## src/rtl/core/hls_pkg.sv

```systemverilog
package hls_pkg;

	localparam int VALUE_W  = 31;
	localparam int HASH_W   = 30;
	localparam int FILL_W   = 9;
	localparam int OP_W     = 2;
	localparam int STATUS_W = 2;

	// residue before final correction, always below 3p
	localparam int RED_W    = HASH_W + 2;
	localparam int PROD_W   = 2 * HASH_W;
	localparam int MU_W     = HASH_W + 1;
	localparam int ENT_W    = VALUE_W + HASH_W;

	localparam int STACK_DEPTH_DEF = 256;
	localparam int HASH_BASE       = 5;

	localparam logic [HASH_W-1:0] HASH_PRIME = 30'd1000000007;
	localparam logic [HASH_W-1:0] HASH_SEED  = 30'h0fdca;
	// floor(2^60 / p)
	localparam logic [MU_W-1:0]   BARRETT_MU = 31'd1152921496;

	localparam logic [RED_W-1:0] PRIME_R  = RED_W'(HASH_PRIME);
	localparam logic [RED_W-1:0] PRIME2_R = PRIME_R << 1;

	typedef enum logic [OP_W-1:0] {
		OP_PUSH = 2'd0,
		OP_POP  = 2'd1,
		OP_TOP  = 2'd2
	} op_t;

	typedef enum logic [STATUS_W-1:0] {
		ST_OK    = 2'd0,
		ST_UNDER = 2'd1,
		ST_OVER  = 2'd2
	} status_t;

	typedef enum logic [1:0] {
		UPD_NONE = 2'd0,
		UPD_ADD  = 2'd1,
		UPD_SUB  = 2'd2
	} upd_t;

	typedef struct packed {
		upd_t                upd;
		status_t             status;
		logic [VALUE_W-1:0]  value;
		logic [FILL_W-1:0]   fill;
	} side_t;

	typedef struct packed {
		side_t              side;
		logic [HASH_W-1:0]  a;
		logic [HASH_W-1:0]  b;
	} mul_req_t;

	// x < 3p -> x mod p
	function automatic logic [HASH_W-1:0] red3p(input logic [RED_W-1:0] x);
		if (x >= PRIME2_R) begin
			return HASH_W'(x - PRIME2_R);
		end else if (x >= PRIME_R) begin
			return HASH_W'(x - PRIME_R);
		end else begin
			return HASH_W'(x);
		end
	endfunction

endpackage

```

## src/rtl/core/hls_term_pipe.sv

```systemverilog
module hls_term_pipe (
	input  logic                        clk,
	input  logic                        arst_n,
	input  logic                        in_vld,
	output logic                        in_rdy,
	input  hls_pkg::mul_req_t           in_req,
	output logic                        out_vld,
	input  logic                        out_rdy,
	output hls_pkg::side_t              out_side,
	output logic [hls_pkg::HASH_W-1:0]  out_term
);
	import hls_pkg::*;

	logic v_s1, v_s2, v_s3, v_s4, v_s5;
	logic ld1, ld2, ld3, ld4, ld5;

	mul_req_t            req_s1;
	side_t               side_s2, side_s3, side_s4, side_s5;
	logic [PROD_W-1:0]   x_s2;
	logic [HASH_W-1:0]   q_s3;
	logic [RED_W-1:0]    xlo_s3;
	logic [RED_W-1:0]    r_s4;
	logic [HASH_W-1:0]   term_s5;
	logic [2*MU_W-1:0]   prod_mu;
	logic [RED_W-1:0]    qp;

	// a stage loads when it is empty or its content moves on
	assign ld5    = !v_s5 || out_rdy;
	assign ld4    = !v_s4 || ld5;
	assign ld3    = !v_s3 || ld4;
	assign ld2    = !v_s2 || ld3;
	assign ld1    = !v_s1 || ld2;
	assign in_rdy = ld1;

	// Barrett quotient estimate, at most 2 below the true quotient
	assign prod_mu = (2*MU_W)'(x_s2[PROD_W-1:HASH_W-1]) * (2*MU_W)'(BARRETT_MU);
	assign qp      = RED_W'(q_s3) * PRIME_R;

	always_ff @(posedge clk or negedge arst_n) begin
		if (!arst_n) begin
			v_s1 <= 1'b0;
			v_s2 <= 1'b0;
			v_s3 <= 1'b0;
			v_s4 <= 1'b0;
			v_s5 <= 1'b0;
		end else begin
			if (ld1) v_s1 <= in_vld;
			if (ld2) v_s2 <= v_s1;
			if (ld3) v_s3 <= v_s2;
			if (ld4) v_s4 <= v_s3;
			if (ld5) v_s5 <= v_s4;
		end
	end

	always_ff @(posedge clk) begin
		if (ld1) begin
			req_s1 <= in_req;
		end
		if (ld2) begin
			x_s2    <= PROD_W'(req_s1.a) * PROD_W'(req_s1.b);
			side_s2 <= req_s1.side;
		end
		if (ld3) begin
			q_s3    <= prod_mu[2*HASH_W:HASH_W+1];
			xlo_s3  <= x_s2[RED_W-1:0];
			side_s3 <= side_s2;
		end
		if (ld4) begin
			r_s4    <= xlo_s3 - qp;
			side_s4 <= side_s3;
		end
		if (ld5) begin
			term_s5 <= red3p(r_s4);
			side_s5 <= side_s4;
		end
	end

	assign out_vld  = v_s5;
	assign out_side = side_s5;
	assign out_term = term_s5;

	// only terms that touch the hash carry defined operands
	a_term_range: assert property (@(posedge clk) disable iff (!arst_n)
		(v_s5 && side_s5.upd != UPD_NONE) |-> (term_s5 < HASH_PRIME))
		else $error("hash term not fully reduced");
endmodule

```

## config.mk

```make
export PLATFORM = sky130hd
export DESIGN_NAME = hls_term_pipe
export DESIGN_NICKNAME = d
export VERILOG_FILES = /design/src/rtl/core/hls_pkg.sv /design/src/rtl/core/hls_term_pipe.sv
export SDC_FILE = /design/constraint.sdc
export NUM_CORES = 2
export LEC_CHECK = 0
export ABC_AREA = 1
export BUFFER_PORTS_ARGS = -buffer_cell sky130_fd_sc_hd__buf_2
export CORE_AREA = 2 2 364 366
export CTS_CLUSTER_DIAMETER = 50
export DETAILED_ROUTE_END_ITERATION = 16
export DIE_AREA = 0 0 366 368
export GPL_TIMING_DRIVEN = 0
export PLACE_DENSITY_LB_ADDON = 0.2
export SLEW_MARGIN = 40
export SYNTH_ARGS = -nofsm -noshare
export SYNTH_HDL_FRONTEND = slang
export SYNTH_SLANG_ARGS = --single-unit
```

## constraint.sdc

```tcl
create_clock -name clk -period 13 [get_ports clk]
set_clock_uncertainty 0.05 [all_clocks]
set_input_delay 1.95 -clock clk [delete_from_list [all_inputs] [get_ports clk]]
set_output_delay 1.95 -clock clk [all_outputs]
set_load 0.01 [all_outputs]
```

### Word level (Yosys, flattened, before mapping)

Index checks and enable logic that the tools add are counted.

| storage, ports and cells | value |
|---|---|
| register bits | 469 |
| input bits | 108 |
| output and inout port bits | 76 |
| word-level logic and storage cells | 52 |

| operators by class | value |
|---|---|
| $add $sub $neg | 3 |
| $mul | 3 |
| $lt $le $gt $ge | 2 |
| multiplexer cells | 2 |
| reductions and logical operators | 10 |

Operators with widths:

| cell | count |
|---|---|
| 30-bit by 30-bit multiplier with 60-bit output | 1 |
| 30-bit 2-to-1 mux | 2 |
| 30-bit subtractor, second input constant | 2 |
| 31-bit by 28-bit multiplier with 58-bit output, second input constant | 1 |
| 32-bit by 30-bit >= comparator with 1-bit output, second input constant | 1 |
| 32-bit by 31-bit >= comparator with 1-bit output, second input constant | 1 |
| 30-bit by 30-bit multiplier with 32-bit output, second input constant | 1 |
| 32-bit subtractor | 1 |
| 1-bit logical NOT | 5 |
| 1-bit logical OR | 5 |

### Longest topological paths before layout

| depth | value |
|---|---|
| depth in word-level cells | 6 |
| mapped depth | 32 |
| depth with buffers taken out | 31 |

### Worst setup path before layout

OpenSTA, ideal clock, no wires.

| timing | value |
|---|---|
| path kind | input port to output port |
| start | input port out_rdy |
| end | output port in_rdy |
| data arrival time | 9,904 ps |
| required time | 11,000 ps |
| slack | 1,096 ps |
| cell stages on the path | 8 |
| path buffers | 0 |
| cells stage by stage | nor2_1 inv_1 nor2_1 inv_1 nor2_1 inv_1 nor2_1 nand2_1 |

| between the ends | value |
|---|---|
| word-level cells in the longest chain between the ends | 5 |

Ends and longest elaborated chain:

| element | RTL line | source |
|---|---|---|
| start: declaration | hls_term_pipe.sv:8 | `input logic out_rdy,` |
| 1-bit logical OR | hls_term_pipe.sv:28 | `assign ld5 = !v_s5 \|\| out_rdy;` |
| via ld5 | hls_term_pipe.sv:15 | `logic ld1, ld2, ld3, ld4, ld5;` |
| 1-bit logical OR | hls_term_pipe.sv:29 | `assign ld4 = !v_s4 \|\| ld5;` |
| via ld4 | hls_term_pipe.sv:15 |  |
| 1-bit logical OR | hls_term_pipe.sv:30 | `assign ld3 = !v_s3 \|\| ld4;` |
| via ld3 | hls_term_pipe.sv:15 |  |
| 1-bit logical OR | hls_term_pipe.sv:31 | `assign ld2 = !v_s2 \|\| ld3;` |
| 1-bit logical OR | hls_term_pipe.sv:32 | `assign ld1 = !v_s1 \|\| ld2;` |
| end: declaration | hls_term_pipe.sv:5 | `output logic in_rdy,` |

The timed path passes the listed nets, and every way through them passes these cells.

### Final worst setup path

| timing | value |
|---|---|
| start | register req_s1[52] (netlist bit) |
| end | register x_s2[37], data pin |

| between the ends | value |
|---|---|
| word-level cells in the longest chain between the ends | 1 |

Ends and longest elaborated chain:

| element | RTL line | source |
|---|---|---|
| start: declaration | hls_term_pipe.sv:17 | `mul_req_t req_s1;` |
| start signal: assignment | hls_term_pipe.sv:57 | `req_s1 <= in_req;` |
| 30-bit by 30-bit multiplier with 60-bit output | hls_term_pipe.sv:60 | `x_s2 <= PROD_W'(req_s1.a) * PROD_W'(req_s1.b);` |
| end signal: assignment | hls_term_pipe.sv:60 |  |
| end: declaration | hls_term_pipe.sv:19 | `logic [PROD_W-1:0] x_s2;` |

No other way between the ends.
A chain may end at the register's enable or synchronous reset.

==> reports/results.tsv <==
stage	metric	value	unit
logic_synthesis	synth_top_area_share	35.18	%
detailed_routing	via_per_inst	5.354	
logic_synthesis	synth.top_cells.by_area	fa_1, edfxtp_1, ha_1	
final_layout	nets	10360	
timing	final.setup.worst_slack	4.824	ns
timing	rsz0062_at_grt	false	
floorplan	ios	184	
floorplan	start_util	54.73	%
worst_hold_path	hold-path-cell-count	0	
floorplan	dieHeight	368	µm
global_route	grt_use_total	33.06	%
worst_hold_path	hold_path_class	flip-flop to flip-flop	
global_route	grt_pass1_wl	333300	µm
logic_synthesis	synth_most_common_cell	inv_1	
worst_setup_path	crit_fanout	10	
place	dpl-instance-area	0.07504	mm²
timing	tightest_slew	1.010	ns
logic_synthesis	synthCells	7946	
worst_setup_path	criticalPathCategory	flip-flop to flip-flop	
worst_setup_path	cp-start-kind	flip-flop	
timing	fin_crit_sh	62.89	%
detailed_routing	ant_nets	0	
timing	min_period	8.176	ns
clock_network	htree_num_levels	2	
timing	timing.fmax	122.3	MHz
clock_network	cts_made_buffers	54	
clock_network	cts_root_buf	clkbuf_16	
clock_network	postCtsSetupRepairBufs	0	
detailed_routing	route.met2.wl	100600	µm
worst_setup_path	crit_arrival	8.51	ns
logic_synthesis	syn_nets	10100	
detailed_routing	drc	0	
detailed_routing	dr.pass1.iters	6	
place	pre_cts_ws	5.061	ns
floorplan	dieArea	0.1347	mm²
detailed_routing	routed_wl	218000	µm
clock_network	clock-sinks	469	
logic_synthesis	ys_seq_elements	469	
timing	drv_slew	0	
logic_synthesis	synthArstFlopShare	1.066	%
logic_synthesis	syn_area	0.07159	mm²
clock_network	max-clock-path-buffers	3	
clock_network	cts_tree	built	
floorplan	num_rows	133	
place	place_congestion	1.033	
detailed_routing	first_iter_violations	5188	
final_layout	drive_gt1_share	5.518	%
detailed_routing	dr.max_layer_used	met5	
worst_setup_path	r2r_start	req_s1[52]$_DFFE_PP_	
final_layout	stdcell_area	0.07699	mm²
worst_hold_path	hold_start	x_s2[1]$_DFFE_PP_	
clock_network	clk_latency	0.67	ns
final_layout	area_growth	7.538	%
global_route	antenna_found_initial	5	
logic_synthesis	syn_avg_cell_area	9.010	µm²
logic_synthesis	netlist_top_cells_count	inv_1, nand2_1, fa_1	
logic_synthesis	yosysSeqAreaShare	19.64	%
logic_synthesis	synth_flop_cell	edfxtp_1	
logic_synthesis	synth_edf_count	464	
global_route	first_global_vias	56810	
detailed_routing	wl_per_cell	21.80	µm
timing	finalHoldViolCount	0	
clock_network	clk_pin_slew	0.06	ns
detailed_routing	vias	53560	
detailed_routing	wl_met3	18510	µm
clock_network	post_cts_resized	0	
logic_synthesis	ys_types	49	
job	max_cap_viol_count	0	
worst_setup_path	cp-end-kind	flip-flop	
logic_synthesis	ys_warn_count	0	
place	dp_hpwl	181100	µm
timing	slew_headroom	32.68	%
place	io_buffers	183	
worst_setup_path	cp_data_required_time	13.34	ns
floorplan	core	0.1308	mm²
floorplan	die_w	366	µm
worst_setup_path	ff2ff_setup_slack	4.82	ns
global_route	grt_overflow_total	0	
worst_setup_path	rr_endpoint	x_s2[37]$_DFFE_PP_	
worst_setup_path	r2r_cells	25	
global_route	grt_max_degree	65	
worst_hold_path	holdPathEnd	xlo_s3[1]$_DFFE_PP_	
clock_network	ctsHoldBuffers	0	
logic_synthesis	yosysTopAreaCell	fa_1	
final_layout	fillers	11690	
run_status	status	complete, no violations	
detailed_routing	wl_met1	84170	µm
timing	setup_viol	0	
[critical path, cell delays in order (launching register included)]
cell and delay (ns):
edfxtp_1 0.39, clkbuf_1 0.69, nand2_1 0.29, fa_1 0.59, inv_1 0.06, fa_1 0.57
inv_1 0.07, fa_1 0.53, inv_1 0.05, fa_1 0.50, fa_1 0.60, fa_1 0.45
fa_1 0.49, inv_1 0.05, fa_1 0.48, inv_1 0.10, ha_1 0.37, a21oi_1 0.28
o21ai_0 0.22, a21oi_1 0.28, o21ai_0 0.21, nand2b_1 0.24, nand2_1 0.10, nand2_1 0.05
nand2_1 0.05, nand2_1 0.11
[metal layers]
layer,vias to the layer above,track usage (%)
li1,24000,-
met5,-,0
met3,693,5.743
met1,26360,41.98
met4,6,17.96
met2,2494,54.14
[cells in the final DEF (no fill, tap or decap), types with 11 or more instances in the layout]
cell,n
nand2_1,1644
nand3_1,171
fa_1,1258
nand3b_1,11
inv_2,13
a21oi_1,201
nand4_1,30
nor3_1,33
o21ai_0,149
buf_6,16
nor2_1,336
xor2_1,111
edfxtp_1,464
a21o_1,14
xnor2_1,30
clkbuf_1,92
clkbuf_2,90
ha_1,786
clkbuf_16,54
o21a_1,13
o21bai_1,26
buf_2,196
nor4_1,13
a31oi_1,23
inv_1,2341
[sequential cells by signal, indices dropped and copies added, names as in the netlist]
| register | flops |
|---|---|
| side_s3 | 44 |
| x_s2 | 60 |
| v_s4 | 1 |
| side_s4 | 44 |
| q_s3 | 30 |
| out_vld | 1 |
| out_side | 44 |
| v_s3 | 1 |
| xlo_s3 | 32 |
| side_s2 | 44 |
| r_s4 | 32 |
| v_s1 | 1 |
| out_term | 30 |
| req_s1 | 104 |
| v_s2 | 1 |
[through the flow]
step	instances	setup TNS (ns)	hold slack, ns	utilization (%)
2_1_floorplan	7946	0	0.3503	-
3_3_place_gp	9884	-204.41	0.3504	57.11
3_5_place_dp	9895	0	0.3545	57.37
4_1_cts	9992	0	0.3480	58.77
5_1_grt	10000	0	0.3538	58.85
6_report	10000	0	0.3664	58.86
[final cells by class]
class | instances | area [µm²] | area share (%)
clock buffers | 56 | 1359 | 1.765
plain buffers | 201 | 935.9 | 1.216
well taps | 1755 | 2196 | 2.852
inverters | 2359 | 8882 | 11.54
repair buffers | 202 | 1216 | 1.580
multi-input cells | 4917 | 47860 | 62.17
diodes | 3 | 7.507 | 0.009751
clock inverters | 41 | 473.0 | 0.6143
flip-flops and latches | 469 | 14060 | 18.26
[how the worst max path moves through the flow]
stage | startpoint | to | slack (ns) | depth (start not counted)
after CTS | req_s1[52]$_DFFE_PP_ | x_s2[37]$_DFFE_PP_ | 5.02 | 25
after floorplan | out_rdy | in_rdy | 1.10 | 8
after global routing | req_s1[52]$_DFFE_PP_ | x_s2[37]$_DFFE_PP_ | 4.69 | 25
after detailed placement | req_s1[52]$_DFFE_PP_ | x_s2[37]$_DFFE_PP_ | 5.06 | 25
final | req_s1[52]$_DFFE_PP_ | x_s2[37]$_DFFE_PP_ | 4.82 | 25
after global placement | out_rdy | in_rdy | -3.16 | 10
[logic make-up after synthesis]
| family | Yosys count | share of synthesized area, % |
|---|---|---|
| buffers and inverters | 2560 | 13.52 |
| and+or+nand+nor | 2271 | 12.63 |
| adders and majority gates | 2044 | 48.91 |
| DFF | 469 | 19.64 |
| AOI/OAI and AO/OA | 461 | 3.576 |
| xor gates and xnor gates | 141 | 1.725 |
Power is not shown: default switching activity piles up to over one toggle a cycle in this logic, so the estimate is an artifact.
